### src/sv/rwot_pkg.sv
`default_nettype none
package rwot_pkg;

  localparam int MAX_LEN = 4096;
  localparam int ADDR_W  = $clog2(MAX_LEN);
  localparam int CNT_W   = ADDR_W + 1;

  localparam logic       CMD_PUSH = 1'b0;
  localparam logic       CMD_PULL = 1'b1;

  localparam logic [7:0] CH_SPACE = 8'h20;
  localparam logic [7:0] CH_TAB   = 8'h09;
  localparam logic [7:0] CH_NL    = 8'h0A;

  typedef enum logic [1:0] {
    PH_LOADING  = 2'd0,
    PH_EMITTING = 2'd1,
    PH_DONE     = 2'd2
  } phase_t;

  typedef enum logic [2:0] {
    ST_IDLE,
    ST_SEEK,
    ST_RD1,
    ST_RD2,
    ST_PULL_OUT,
    ST_PULL_NONE
  } state_t;

  typedef struct packed {
    logic push;
    logic seek_fail;
    logic seek_step;
    logic rd1;
    logic rd2;
    logic emit;
    logic emit_none;
  } dp_cmd_t;

  typedef struct packed {
    logic emitting;
    logic text_end;
    logic seek_done;
    logic seek_hit;
    logic at_end;
  } dp_stat_t;

  function automatic logic is_word(input logic [7:0] b);
    return (b != CH_SPACE) && (b != CH_TAB) && (b != CH_NL);
  endfunction

endpackage
`default_nettype wire

### src/sv/rwot_ctrl.sv
`default_nettype none
module rwot_ctrl (
  input  wire logic              clk,
  input  wire logic              rst_n,
  input  wire logic              start,
  input  wire logic              in_cmd,
  input  wire rwot_pkg::dp_stat_t stat,
  output rwot_pkg::dp_cmd_t      cmd,
  output logic                   busy
);
  import rwot_pkg::*;

  state_t state_r, state_nxt;

  always_ff @(posedge clk) begin
    if (!rst_n) begin
      state_r <= ST_IDLE;
    end else begin
      state_r <= state_nxt;
    end
  end

  always_comb begin
    state_nxt = state_r;
    cmd       = '0;
    busy      = 1'b1;
    unique case (state_r)
      ST_IDLE: begin
        busy = 1'b0;
        if (start) begin
          if (in_cmd == CMD_PUSH) begin
            cmd.push = 1'b1;
            if (stat.text_end) state_nxt = ST_SEEK;
          end else if (stat.emitting) begin
            state_nxt = ST_PULL_OUT;
          end else begin
            state_nxt = ST_PULL_NONE;
          end
        end
      end
      ST_SEEK: begin
        if (stat.seek_done) begin
          cmd.seek_fail = 1'b1;
          state_nxt     = ST_IDLE;
        end else if (stat.seek_hit) begin
          state_nxt = ST_RD1;
        end else begin
          cmd.seek_step = 1'b1;
        end
      end
      ST_RD1: begin
        cmd.rd1   = 1'b1;
        state_nxt = ST_RD2;
      end
      ST_RD2: begin
        cmd.rd2   = 1'b1;
        state_nxt = ST_IDLE;
      end
      ST_PULL_OUT: begin
        cmd.emit  = 1'b1;
        state_nxt = stat.at_end ? ST_SEEK : ST_IDLE;
      end
      ST_PULL_NONE: begin
        cmd.emit_none = 1'b1;
        state_nxt     = ST_IDLE;
      end
      default: state_nxt = ST_IDLE;
    endcase
  end

endmodule
`default_nettype wire

### config.mk
export PLATFORM = sky130hd
export DESIGN_NAME = rwot_ctrl
export DESIGN_NICKNAME = d
export VERILOG_FILES = /design/src/sv/rwot_pkg.sv /design/src/sv/rwot_ctrl.sv
export SDC_FILE = /design/constraint.sdc
export NUM_CORES = 1
export LEC_CHECK = 0
export ABC_AREA = 1
export BUFFER_PORTS_ARGS = -buffer_cell sky130_fd_sc_hd__buf_2
export CAP_MARGIN = 20
export CORE_AREA = 8 8 45 47
export CTS_CLUSTER_SIZE = 30
export DETAILED_ROUTE_END_ITERATION = 8
export DIE_AREA = 0 0 53 55
export GPL_TIMING_DRIVEN = 1
export PLACE_DENSITY = 0.43
export SYNTH_ARGS = -nofsm -noshare
export SYNTH_HDL_FRONTEND = slang
export SYNTH_SLANG_ARGS = --single-unit
### constraint.sdc
create_clock -name clk -period 1.3 [get_ports clk]
set_clock_uncertainty 0.2 [all_clocks]
set_input_delay 0.325 -clock clk [delete_from_list [all_inputs] [get_ports clk]]
set_output_delay 0.325 -clock clk [all_outputs]
set_load 0.1 [all_outputs]
======== Word level (Yosys, flattened, before mapping) ========
Index checks and enable logic that the tools add are counted.
word-level totals
  register bits ........................... 3
  output and inout bits ................... 8
  input bits .............................. 9
  logic and storage cells ................. 31
operators by class
  eq/ne operators ......................... 8
  reduce and logical (&&, ||, !) cells .... 2
  mux-type cells .......................... 20
operators by type and width
  cell                  number
  $mux W3               5
  $mux W1               13
  $pmux W3 S4           1
  $eq A3 B2 Y1 const B  2
  $eq A3 B3 Y1 const B  2
  $ne A3 B3 Y1 const B  2
  $eq A3 B1 Y1 const B  1
  $logic_not A3 Y1      1
  $reduce_and A3 Y1     1
  $mux W2               1
  $ne A2 B2 Y1 const B  1

======== Depth between registers and ports, before layout ========
Gate-level depths: netlist (run 1).
  word-level depth ........................ 4
  mapped depth ............................ 6
  mapped depth without buffers ............ 6

======== Worst setup path after synthesis (run 1) ========
OpenSTA, ideal clock, no wires.
  path kind ............................... flip-flop to output port
  start point ............................. register state_r[1]
  end point ............................... output port cmd[6] (netlist bit)
  required time ........................... 0.775 ns
  arrival ................................. 3.031 ns
  buffers on the path ..................... 0
  cell stages (with the launch flop) ...... 4
  slack ................................... -2.256 ns
  path through ............................ dfxtp_1 nor2_2 nand2_2 nor3_1
RTL lines
  element                 line             text
  from (decl)             rwot_ctrl.sv:13  state_t state_r, state_nxt;
  from (signal assigned)  rwot_ctrl.sv:19  state_r <= state_nxt;
  to (decl)               rwot_ctrl.sv:8   output rwot_pkg::dp_cmd_t cmd,

==> results.ini, run 1 <==
[floorplan]
fp-row-count = 14
die_x_um = 53
fp.coreArea_um2 = 1380
die_h_um = 55
ios = 17
dieArea_um2 = 2920
start_util_pct = 16.8

[logic_synthesis]
syn_nets = 47
synth_top_area_cell = dfxtp_1
synth_cells = 38
synth_top_area_share_pct = 25.8
ys_ff_latch = 3
ys_types = 13
ys_seq_area_share_pct = 25.8
synthTopCellsByArea = dfxtp_1 26%, nand3_1 11%, nor2_2 11%
syn_area_um2 = 233
syn_avg_cell_area_um2 = 6.12
ys_warn_count = 0

[setup_path]
cpMaxStageDelayCell = dfxtp_2
path_class = flop to output port
critPathArrivalTime_ns = 1.17
cp-start-kind = flop
crit_buf_inv = 1
crit_path_max_fanout = 2
path_cells = nor2_4 -> nand2_8 -> nor3_4 -> buf_12
crit_family = simple AND/OR/NAND/NOR gates
slowest_delay_ns = 0.33
end_kind = output port
critPathRequiredTime_ns = 0.77

[place]
io_buffers = 16
pre_cts_ws_ns = -0.225
gp_congestion = 0.685
dpl.hpwl_um = 773
placed_cell_area_um2 = 654

[routing]
antenna_left = 0
wl_per_cell_um = 11.4
drt_iter0_markers = 2
vias = 384
first_pass_iters = 3
drc = 0
viasPerCell = 4.17
wl_mm = 1.05

[run_status]
outcome = finished, violations left
violations = setup timing

[global_routing]
grt.busiest_layer = met2
grt.met3_usage_pct = 1.34
grt.total_usage_pct = 7.66
grt_use_met1_pct = 7.47
antenna_found_initial = 0
grt_pass1_vias = 415
grt_max_degree = 7
grtUsageMet2_pct = 14.5
overflow = 0
grt_pass1_wl_mm = 1.68

[clock_tree]
insertion_delay_ns = 0.23
cts_max_level = 1
numClockSinks = 3
root_buffer = clkbuf_4
cts_hold_buffers = 0
cts_tree = yes
clkTransAtPathRegs_ns = 0.04
cts_made_buffers = 3
cts_buffer_depth = 2

[pwr]
max-vdd-ir-drop_v = 0.000660
powerDensity_nw_per_um2 = 1040
leakage_nw = 0.335

[finish]
drive_gt1_share_pct = 78.9
antenna_cells = 0
final_nets = 86
final_cell_area_um2 = 786
fillers = 132
synthToLayoutAreaGrowth_pct = 238
largest_register_ffs = 3
largestRegisters = state_r: 3 flops
largest-register = state_r

[worst_hold_path]
hp-class = input port to flop

[timing]
fmax_ghz = 0.590
period_share_pct = 130
slew_headroom_pct = 84.2
rsz0062_at_grt = yes
worst_slew_pin_slew_ns = 0.237
setup_violations = 11
whs_ns = 0.175
slew_viol_final = 0
hold_viol_final = 0
post-route-min-period_ns = 1.70
fin_ws_ns = -0.396

[flow_run]
drv_cap = 0

-- synth_stat cells --
cell type,count
nand2_1,3
inv_1,6
a21oi_1,1
nor3b_2,1
o21ai_1,1
nand3_2,1
nor3_1,4
dfxtp_1,3
nand3_1,5
nand2_2,1
inv_2,3
nor2_2,4
nor2_1,5
-- layout by cell type (no fill, tap or decap), drive strengths merged, types with 3 or more instances in the layout --
master,n
inv,8
nor2,9
nor3,4
nand3,6
clkbuf,4
dfxtp,3
buf,34
nand2,4
-- power breakdown --
group	switching, mW	total [mW]	internal (mW)	leakage [nW]
Sequential	0.0131	0.115	0.102	0.0264
Clock	0.0513	0.167	0.115	0.0150
Combinational	0.314	0.535	0.222	0.293
-- routing by layer --
layer,up-vias,wire length (um),share of wire [%]
met5,-,0,0
met4,0,0,0
met3,0,44,4.2
met2,8,647,62
met1,179,353,34
li1,197,-,-
-- path summary, 6_finish.rpt --
kind / from / to / slack [ns] / cells after the start
worst min-delay path: rst_n / state_r[1] / 0.18 / 3
worst max-delay path: state_r[0] / cmd[6] / -0.40 / 4
worst max register to register: state_r[2] / state_r[1] / -0.23 / 9
worst min register to register: state_r[1] / state_r[2] / 0.53 / 4
-- layout make-up --
class	instances	area, um2	area share [%]
Timing Repair Buffer	34	365	46.5
Multi-Input combinational cell	26	255	32.5
Sequential cell	3	68.8	8.76
Tap cell	16	20.0	2.55
Inverter	9	50.0	6.37
Clock buffer	4	26.3	3.34
-- what timing repair did --
item | in CTS | in global routing
resized for setup | 14 | 5
pin swaps | 8 | 7
endpoints found under the setup margin | 11 | 11
setup buffers | 4 | 1
-- cells by family (layout without fill, tap and decap cells) --
kind of cell	after synthesis	after routing	synth area share (%)
flops	3	3	25.8
buf+inv	9	47	14.5
compound gates	2	2	4.30
simple gates	24	24	55.4
-- through the flow --
step	std cells	TNS, ns	util (%)	power (mW)
floorplan	38	-4.19	-	0.408
global placement	84	-1.44	47.3	0.585
detailed placement	84	-1.51	47.3	0.589
CTS	91	-3.34	55.0	0.806
global route	92	-3.74	56.8	0.860
finish	92	-3.27	56.8	0.817
-- worst register-to-register path: cells and delay by family (launching register included) --
kind	cells	cell delay [ns]
buf+inv	6	0.63
flops	1	0.36
simple gates	2	0.13
compound gates	1	0.11
Note: power is estimated with default switching activity, not from simulation.
==> inputs of run 2 (changes only) <==
--- a/config.mk
+++ b/config.mk
@@ -5,7 +5,6 @@
 export SDC_FILE = /design/constraint.sdc
 export NUM_CORES = 1
 export LEC_CHECK = 0
-export ABC_AREA = 1
 export BUFFER_PORTS_ARGS = -buffer_cell sky130_fd_sc_hd__buf_2
 export CAP_MARGIN = 20
 export CORE_AREA = 8 8 45 47
==> constraint.sdc (replaced) <==
create_clock -name clk -period 1.3 [get_ports clk]
set_clock_uncertainty 0.2 [all_clocks]
set_input_delay 0.13 -clock clk [delete_from_list [all_inputs] [get_ports clk]]
set_output_delay 0.13 -clock clk [all_outputs]
set_load 0.1 [all_outputs]
==> results.ini, run 2 <==
[timing]
period_share_pct = 120
slew_viol_final = 0
whs_ns = 0.0367
fin_ws_ns = -0.258
post-route-min-period_ns = 1.56
setup_violations = 10
fmax_ghz = 0.642
rsz0062_at_grt = yes
worst_slew_pin_slew_ns = 0.290
tns_ns = -1.62
hold_viol_final = 0
slew_headroom_pct = 80.6

[clock_tree]
insertion_delay_ns = 0.24
cts_tree = yes
clkTransAtPathRegs_ns = 0.03
cts_buffer_depth = 2
cts_made_buffers = 3
cts_max_level = 1
numClockSinks = 3
root_buffer = clkbuf_4

[routing]
drt_iter0_markers = 1
wl_per_cell_um = 11.1
wl_um = 813
viasPerCell = 4.18
first_pass_iters = 3
antenna_left = 0
vias = 305
drc = 0

[setup_path]
crit_path_max_fanout = 4
critPathRequiredTime_ns = 0.97
cp-start-kind = flop
path_class = flop to output port
critPathArrivalTime_ns = 1.23
end_kind = output port

[global_routing]
grt_pass1_wl_mm = 1.27
grt.total_usage_pct = 6.66
grt_max_degree = 8
overflow = 0
antenna_found_initial = 0
grt_pass1_vias = 309

[logic_synthesis]
ys_seq_area_share_pct = 26.7
synth.mux.area_fraction_pct = 0
synth-simple-area-share_pct = 58.3
syn_avg_cell_area_um2 = 8.66
ys_ff_latch = 3
synth_ff_type = dfxtp_1
synth_top_area_share_pct = 26.7
synth_top_area_cell = dfxtp_1
yosys.area_share.adder_pct = 0
yosys-top-cells-count = 4 x nor3b_1, 3 x dfxtp_1
synth_edf_count = 0
synth_cells = 26
synth_compound_area_share_pct = 11.7
syn_nets = 35
synth-xor-area-share_pct = 0
synth_top_family_by_area = simple AND/OR/NAND/NOR gates
ys_warn_count = 0
ys_types = 16
synthTopCellsByArea = dfxtp_1 27%, nor3b_1 13%, nor4b_4 11%
syn_area_um2 = 225
synthArstFlopShare_pct = 0
synth_most_common_cell = nor3b_1

[floorplan]
die_x_um = 53
die_h_um = 55
ios = 17
fp-row-count = 14
dieArea_um2 = 2920
start_util_pct = 16.3
fp.coreArea_um2 = 1380

[run_status]
violations = setup timing
outcome = finished, violations left

[finish]
ff_latch_area_um2 = 71.3
antenna_cells = 0
fillers = 124
largest_register_ffs = 3
drive_gt1_share_pct = 75.4
final_nets = 67
layout_common_cells = 8 x buf_2, 8 x buf_12, 7 x buf_4
synthToLayoutAreaGrowth_pct = 192
final_util_pct = 47.6
multiInputGateArea_um2 = 229
largestRegisters = state_r: 3 flops
largest-register = state_r
final_cells = 73

[place]
gp_congestion = 0.719
dpl.hpwl_um = 675
place_inst = 63
io_buffers = 16

[pwr]
p_switching_mw = 0.215
swShare_pct = 40.1
leakage_nw = 0.268
p_int_mw = 0.321
pwr-share-seq_pct = 19.4
max-vdd-ir-drop_v = 0.000341
p_total_mw = 0.536
powerDensity_nw_per_um2 = 814
pwr-share-comb_pct = 49.3
power.share.clock_pct = 31.3

[flow_run]
drv_cap = 0

[worst_hold_path]
hp-class = input port to flop

==> run 2: path summary, 6_finish.rpt <==
path | start | endpoint | slack [ns] | depth (start not counted)
setup / recovery | state_r[2] | cmd[4] | -0.26 | 3
hold / removal | start | state_r[2] | 0.04 | 3
setup reg to reg | state_r[1] | state_r[1] | -0.08 | 5
hold reg to reg | state_r[2] | state_r[1] | 0.35 | 2
==> run 2: what timing repair did <==
| item | in CTS | in global routing |
|---|---|---|
| endpoints found under the setup margin | 8 | 10 |
| resized for setup | 3 | 4 |
| hold endpoints to repair | 3 | 0 |
| pin swaps | 1 | 2 |
| setup buffers | 3 | 2 |
| hold buffers | 2 | 0 |
==> run 2: layout make-up <==
class,count,share of cell area (%)
clock buffer,4,3.99
inverter,2,1.90
multi-input combinational,21,34.8
sequential,3,10.8
tap,16,3.04
timing repair buffer,27,45.4
==> run 2: cell families after synthesis <==
family,count (synthesis)
flip-flops,3
AO/OA/AOI/OAI,5
AND/OR/NAND/NOR,16
buffers and inverters,2
==> run 2: metal layers <==
| metal | GRT usage, % | part of all wire [%] | vias to the layer above |
|---|---|---|---|
| met3 | 2.67 | 5.8 | 3 |
| met5 | 0 | 0 | - |
| met1 | 6.68 | 41 | 134 |
| li1 | - | - | 155 |
| met2 | 8.59 | 50 | 13 |
| met4 | 10.3 | 3.3 | 0 |
==> run 2: power by group through the flow <==
stage	clock network (mW)	logic, mW	registers [mW]
after global routing	0.187	0.275	0.105
after CTS	0.170	0.258	0.104
after detailed placement	0	0.238	0.105
final	0.168	0.264	0.104
after global placement	0	0.238	0.105
after floorplan	0	0.137	0.112
==> run 2: metrics by stage <==
step           cell area (um2)  setup slack [ns]
6_report                   658            -0.258
5_1_grt                    658            -0.318
4_1_cts                    634            -0.271
3_5_place_dp               552           -0.0325
3_3_place_gp               552           0.00662
2_1_floorplan              294            -0.753
==> run 2: worst max-delay path, cell delays in order (launching register included) <==
cell and delay [ns]:
dfxtp_4 0.34, nor2_4 0.14, nor4b_4 0.29, buf_12 0.22
==> inputs of run 3 (changes only) <==
--- a/config.mk
+++ b/config.mk
@@ -13,6 +13,7 @@
 export DIE_AREA = 0 0 53 55
 export GPL_TIMING_DRIVEN = 1
 export PLACE_DENSITY = 0.43
+export SETUP_SLACK_MARGIN = 0.15
 export SYNTH_ARGS = -nofsm -noshare
 export SYNTH_HDL_FRONTEND = slang
 export SYNTH_SLANG_ARGS = --single-unit
==> results.ini, run 3 (same netlist as run 2, synthesis figures left out) <==
[run_status]
outcome = finished, violations left
violations = hold timing, setup timing

[routing]
antenna_left = 0
viasPerCell = 4.14
first_pass_iters = 1
drc = 0
drt_iter0_markers = 0
vias = 302
wl_um = 841
wl_per_cell_um = 11.5

[global_routing]
grt_use_met1_pct = 6.38
grt_pass1_wl_mm = 1.31
grt.total_usage_pct = 6.34
antenna_found_initial = 0
grt_max_degree = 8
grt.busiest_layer = met2
overflow = 0
grt_pass1_vias = 314
grt.met3_usage_pct = 2.67
grtUsageMet2_pct = 10.2

[finish]
largest-register = state_r
final_cells = 73
final_nets = 67
antenna_cells = 0
synthToLayoutAreaGrowth_pct = 209
largest_register_ffs = 3
largestRegisters = state_r: 3 flops
layout_common_cells = 8 x buf_2, 8 x buf_12, 5 x buf_4
final_cell_area_um2 = 696
drive_gt1_share_pct = 80.7

[place]
dpl.hpwl_um = 660
gp_congestion = 0.738
placed_cell_area_um2 = 544
io_buffers = 16
place_inst = 62

[setup_path]
crit_family = flip-flops
path_class = flop to output port
rrSetupSlack_ns = -0.12
cp-endpoint = cmd[4]
crit-reg2reg-launch = state_r[0]
cpMaxStageDelayCell = dfxtp_4
critPathArrivalTime_ns = 1.19
slowest_delay_ns = 0.37
path_cells = clkinv_8 -> nor4b_4 -> buf_12
end_kind = output port
crit_path_max_fanout = 5
crit_buf_inv = 2
r2r_end = state_r[0]
r2r_cells = 6
cp_num_cells = 3
cp-start-kind = flop
startpoint = state_r[0]
critPathRequiredTime_ns = 0.97

[pwr]
p_int_mw = 0.330
pwr-share-comb_pct = 51.1
max-vdd-ir-drop_v = 0.000467
leakage_nw = 0.279
powerDensity_nw_per_um2 = 793
swShare_pct = 40.2
p_switching_mw = 0.222
pwr-share-seq_pct = 18.8
power.share.clock_pct = 30.1

[worst_hold_path]
hp-class = input port to flop
holdCritStartpoint = start

[clock_tree]
root_buffer = clkbuf_4
cts_hold_buffers = 2
cts_made_buffers = 3
insertion_delay_ns = 0.23
cts_tree = yes
clkTransAtPathRegs_ns = 0.04
cts_max_level = 1
numClockSinks = 3
cts_buffer_depth = 2

[floorplan]
dieArea_um2 = 2920
ios = 17
fp.coreArea_um2 = 1380
fp-row-count = 14
die_x_um = 53
die_h_um = 55
start_util_pct = 16.3

[timing]
post-route-min-period_ns = 1.52
slew_viol_final = 0
fmax_ghz = 0.657
fin_ws_ns = -0.221
hold_viol_final = 1
rsz0062_at_grt = yes
worst_slew_pin_slew_ns = 0.289
whs_ns = -0.0111
period_share_pct = 117
setup_violations = 10
slew_headroom_pct = 80.7

[flow_run]
drv_cap = 0

[run 3: final cells by class]
type                    instances  area, um2
well taps                      16       20.0
inverters                       2       20.0
repair buffers                 27        310
clock buffers                   4       26.3
multi-input cells              21        248
fillers                       119        688
flip-flops and latches          3       71.3
[run 3: worst min path at each step]
stage | endpoint | slack [ns] | cells after the start
detailed placement | state_r[2] | 0.17 | 3
CTS | state_r[2] | -0.02 | 3
finish | state_r[2] | -0.01 | 3
global route | state_r[2] | -0.007 | 3
global placement | state_r[2] | 0.17 | 3
floorplan | state_r[2] | 0.03 | 2
[run 3: metrics by stage]
stage               total power, mW  worst slack [ns]  util, %  setup TNS (ns)
floorplan                     0.248            -0.753        -           -2.99
global placement              0.342           0.00673     39.3               0
detailed placement            0.342           -0.0276     39.3         -0.0276
CTS                           0.536            -0.227     46.5           -1.58
global route                  0.577            -0.281     50.3           -2.12
finish                        0.552            -0.221     50.3           -1.57
[run 3: what timing repair did]
| item | CTS | global route |
|---|---|---|
| endpoints found under the hold margin | 3 | 1 |
| cloned | 0 | 0 |
| resized for setup | 6 | 9 |
| pin swaps | 3 | 1 |
| setup buffers | 3 | 2 |
| endpoints found under the setup margin | 10 | 10 |
[run 3: power by group through the flow]
stage	clock, mW	combinational (mW)	sequential (mW)
6_report	0.166	0.282	0.104
5_1_grt	0.179	0.294	0.105
4_1_cts	0.168	0.265	0.102
3_5_place_dp	0	0.239	0.103
3_3_place_gp	0	0.239	0.103
2_1_floorplan	0	0.137	0.112
[run 3: worst register-to-register path, delay by kind of cell, from the launching register on]
kind	cells	cell delay (ns)
simple gates	2	0.41
compound gates	1	0.03
flops	1	0.37
buf+inv	3	0.33
[run 3: layer usage]
layer | vias up | share of wire (%)
li1 | 157 | -
met1 | 135 | 39
met2 | 10 | 55
met3 | 0 | 5.9
met4 | 0 | 0
met5 | - | 0
